<file path="config.mk">
export PLATFORM = sky130hd
export DESIGN_NAME = trct_ctrl
export DESIGN_NICKNAME = d
export VERILOG_FILES = /design/src/rtl/assert_macros.svh /design/src/rtl/trct_pkg.sv /design/src/rtl/trct_ctrl.sv
export SDC_FILE = /design/constraint.sdc
export NUM_CORES = 1
export LEC_CHECK = 0
export CAP_MARGIN = 20
export CORE_AREA = 2 2 39 41
export CTS_CLUSTER_SIZE = 14
export DETAILED_ROUTE_END_ITERATION = 6
export DIE_AREA = 0 0 41 43
export DONT_BUFFER_PORTS = 1
export GPL_TIMING_DRIVEN = 0
export PLACE_DENSITY = 0.48
export REMOVE_ABC_BUFFERS = 1
export SLEW_MARGIN = 10
export SYNTH_ARGS = -nofsm -noshare
export SYNTH_HDL_FRONTEND = slang
export SYNTH_SLANG_ARGS = --single-unit
</file>
<file path="constraint.sdc">
create_clock -name clk -period 2.9 [get_ports clk]
set_clock_uncertainty 0.2 [all_clocks]
set_input_delay 0.145 -clock clk [delete_from_list [all_inputs] [get_ports clk]]
set_output_delay 0.145 -clock clk [all_outputs]
set_load 0.01 [all_outputs]
</file>
<file path="src/rtl/assert_macros.svh">
// assertion macros shared by the reservation conflict table
// no dependencies; expects clk and rst_n in the including scope
`ifndef ASSERT_MACROS_SVH
`define ASSERT_MACROS_SVH

// property must hold at every clock edge outside reset
`define TRCT_ASSERT(lbl, prop, msg) \
    lbl: assert property (@(posedge clk) disable iff (!rst_n) prop) else $error(msg);

// expression must never be true outside reset
`define TRCT_NEVER(lbl, expr, msg) \
    lbl: assert property (@(posedge clk) disable iff (!rst_n) !(expr)) else $error(msg);

`endif

</file>
<file path="src/rtl/trct_pkg.sv">
// shared types and constants of the reservation conflict table
// no dependencies
package trct_pkg;

    localparam int ENTRIES_DEF    = 256;
    localparam int KEY_BITS_DEF   = 32;
    localparam int TX_ID_BITS_DEF = 16;
    localparam int BATCH_BITS_DEF = 16;

    localparam logic [1:0] FUNC_RES_READ  = 2'd0;
    localparam logic [1:0] FUNC_RES_WRITE = 2'd1;
    localparam logic [1:0] FUNC_CHK_READ  = 2'd2;
    localparam logic [1:0] FUNC_CHK_WRITE = 2'd3;

    typedef enum logic [1:0] {
        OUTC_HIT  = 2'd0,
        OUTC_FREE = 2'd1,
        OUTC_FULL = 2'd2
    } outcome_t;

    typedef struct packed {
        logic     clear;
        logic     latch;
        logic     look;
        logic     advance;
        logic     finish;
        outcome_t outcome;
    } cmd_t;

    typedef struct packed {
        logic used;
        logic key_match;
        logic probe_last;
        logic clr_last;
    } status_t;

endpackage

</file>
<file path="src/rtl/trct_ctrl.sv">
// sequencer of the reservation conflict table: clear pass, probe, finish
// depends on trct_pkg
module trct_ctrl (
    input  logic             clk,
    input  logic             rst_n,
    input  logic             start,
    input  trct_pkg::status_t status,
    output trct_pkg::cmd_t    cmd,
    output logic             busy
);

    typedef enum logic [2:0] {
        ST_CLEAR,
        ST_IDLE,
        ST_LOOK,
        ST_CMP,
        ST_DONE
    } state_t;

    state_t              state_reg, state_next;
    trct_pkg::outcome_t  outcome_reg, outcome_next;
    logic                busy_reg, busy_next;

    always_comb
    begin
        state_next   = state_reg;
        outcome_next = outcome_reg;
        busy_next    = busy_reg;
        cmd          = '0;
        cmd.outcome  = outcome_reg;
        unique case (state_reg)
            ST_CLEAR:
            begin
                cmd.clear = 1'b1;
                if (status.clr_last)
                begin
                    state_next = ST_IDLE;
                    busy_next  = 1'b0;
                end
            end
            ST_IDLE:
            begin
                if (start)
                begin
                    cmd.latch  = 1'b1;
                    state_next = ST_LOOK;
                    busy_next  = 1'b1;
                end
            end
            ST_LOOK:
            begin
                cmd.look   = 1'b1;
                state_next = ST_CMP;
            end
            ST_CMP:
            begin
                if (status.used && status.key_match)
                begin
                    outcome_next = trct_pkg::OUTC_HIT;
                    state_next   = ST_DONE;
                end
                else if (!status.used)
                begin
                    outcome_next = trct_pkg::OUTC_FREE;
                    state_next   = ST_DONE;
                end
                else if (status.probe_last)
                begin
                    outcome_next = trct_pkg::OUTC_FULL;
                    state_next   = ST_DONE;
                end
                else
                begin
                    cmd.advance = 1'b1;
                    state_next  = ST_LOOK;
                end
            end
            ST_DONE:
            begin
                cmd.finish = 1'b1;
                state_next = ST_IDLE;
                busy_next  = 1'b0;
            end
            default:
            begin
                state_next = ST_IDLE;
                busy_next  = 1'b0;
            end
        endcase
    end

    always_ff @(posedge clk or negedge rst_n)
    begin
        if (!rst_n)
        begin
            state_reg   <= ST_CLEAR;
            outcome_reg <= trct_pkg::OUTC_HIT;
            busy_reg    <= 1'b1;
        end
        else
        begin
            state_reg   <= state_next;
            outcome_reg <= outcome_next;
            busy_reg    <= busy_next;
        end
    end

    assign busy = busy_reg;

endmodule

</file>
==> flow_summary.ini <==
[status]
outcome = complete, no violations

[synthesis]
avgSynthCellArea_sq_um = 10.65
ys_types = 26
synth_edf_count = 0
netlist_area_sq_um = 372.9
yosysWarnings = 0
yosysSeqAreaShare_pct = 40.60
synth_cells = 35
ys_ff_latch = 6
ys.flop_type = dfrtp_1
synthArstFlopShare_pct = 100.0

[global_route]
grt_pass1_wl_microns = 1221
grt_most_used_layer = met2
use_met3_pct = 10.47
grt_use_met1_pct = 11.40
grt_pass1_vias = 283
grt_antenna_before_repair = 0
gr-usage-all-layers_pct = 11.19
grt_max_degree = 12
grt.overflow.total = 0
use_met2_pct = 15.63

[final_layout]
multi_input_area_sq_um = 187.7
fin_nets = 52
synthToLayoutAreaGrowth_pct = 26.85
largest_reg_flops = 3
most-common-layout-cells = dlygate4sd3_1, dfrtp_1, clkbuf_4
num_antenna_cells = 0
fillers = 145
drive_above_1_share_pct = 13.64
finalCoreUtilization_pct = 34.18
final_common_cell = dlygate4sd3_1
seqCellArea_sq_um = 151.4
final_cell_count_no_fill = 60

[route]
wl_microns = 842
vias_per_cell = 5.117
num_vias = 307
drc = 0
wl_per_cell_microns = 14.03
first_iter_violations = 8
drtAntennaViolNets = 0
drt-pass1-iter-count = 4

[worst_setup_path]
crit_path_end_kind = flip-flop
arrival_ns = 1.78
r2r_slack_ns = 1.11
rr_worst_depth = 3
cp-startpoint = state_reg[1]
r2r_end = busy
r2r_start = state_reg[1]
criticalPathCategory = reg -> reg
crit_end = busy
cp-start-kind = flip-flop
cp_max_fo = 11
required_ns = 2.89

[sta]
rsz0062_at_grt = false
fin_setup_tns_ns = 0
fin_crit_ns = 1.787
maxSlewHeadroom_pct = 72.32
setup_viol_count_final = 0
worst_pin_slew_ns = 0.4144
max_freq_ghz = 0.5597
period_share_pct = 61.61
slew_viol_final = 0
setup_slack_ns = 1.113
hold_viol_final = 0

[placed_design]
hpwlAfterDp_microns = 570.1
place_inst = 48
port_buffers = 0
post-place-ws_ns = 1.466
gp_congestion = 0.7186

[floorplanning]
dieArea_sq_um = 1763
die_h_microns = 43
start_util_pct = 26.94
core_sq_um = 1384
io_pins = 15
die_w_microns = 41
row_count = 14

[power]
p_leak_nw = 0.2103
peakVddDrop_v = 0.0003485
power_density_nw_per_um2 = 965.0

[cts]
cts_tree = yes
cts_buffers = 3
clk_root_buffer_cell = clkbuf_4
cts_max_path_buffers = 2
cts_sinks = 6
htree_levels = 1
postCtsResizedCells = 0
path_clk_slew_ns = 0.05
clk_latency_ns = 0.25

[hold_path]
hp-class = in -> async

[flow_run]
cap_violations = 0
cell families (layout without fill, tap and decap cells):
kind of cell / count (synthesis) / count (layout) / synth area share [%]
compound gates: 8 / 8 / 15.44
buf+inv: 5 / 14 / 9.060
flops: 6 / 6 / 40.61
simple gates: 16 / 16 / 34.90
final cells by class:
cell class	count	area share, %
multi-input combinational	24	39.68
tap	16	4.233
clock buffer	4	5.556
inverter	2	1.587
timing repair buffer	8	16.93
sequential	6	32.01
cells in the mapped netlist (2+ instances only):
master	instances	share of area, %
nand2b_1	2	3.4
dfrtp_1	5	34
nor3b_1	2	4.0
nor2_1	2	2.0
inv_1	2	2.0
buf_4	2	4.0
worst max-delay path, stage by stage, from the launching register on:
cell and delay [ns]:
dfrtp_1 0.49, nand2b_1 0.23, a221oi_1 0.23, dlygate4sd3_1 0.58
metrics by stage:
step | power (mW) | hold WS (ns) | instance area, sq um
final | 0.4564 | 0.009914 | 473.0
after global routing | 0.4919 | 0.02494 | 473.0
after CTS | 0.4608 | 0.01807 | 473.0
after detailed placement | 0.3325 | -0.3504 | 366.6
after global placement | 0.3254 | -0.3504 | 366.6
after floorplan | 0.3011 | -0.3506 | 346.6
routing by layer:
layer / vias up / wire length, microns / share of wire (%)
met5: - / 0 / 0
met4: 0 / 8 / 0.95
met3: 2 / 115 / 14
met2: 15 / 359 / 43
met1: 143 / 358 / 43
li1: 147 / - / -
worst min-delay path by stage:
stage / start / end / slack (ns) / cells after the start
floorplan: rst_n / outcome_reg[0] / -0.35 / 0
global placement: rst_n / state_reg[1] / -0.35 / 0
detailed placement: rst_n / state_reg[1] / -0.35 / 0
CTS: rst_n / outcome_reg[0] / 0.02 / 1
global route: rst_n / outcome_reg[0] / 0.02 / 1
finish: rst_n / outcome_reg[1] / 0.01 / 1
power by group:
part	internal [mW]	switching [mW]
Sequential	0.127	0.0755
Combinational	0.105	0.0619
Clock	0.0524	0.0345
Total	0.285	0.172
what timing repair did:
action | CTS | global route
setup buffers | 0 | 0
setup endpoints to repair | 0 | 0
hold buffers | 8 | 0
endpoints found under the hold margin | 12 | 0
No activity file was read; power rests on OpenSTA's default activity.
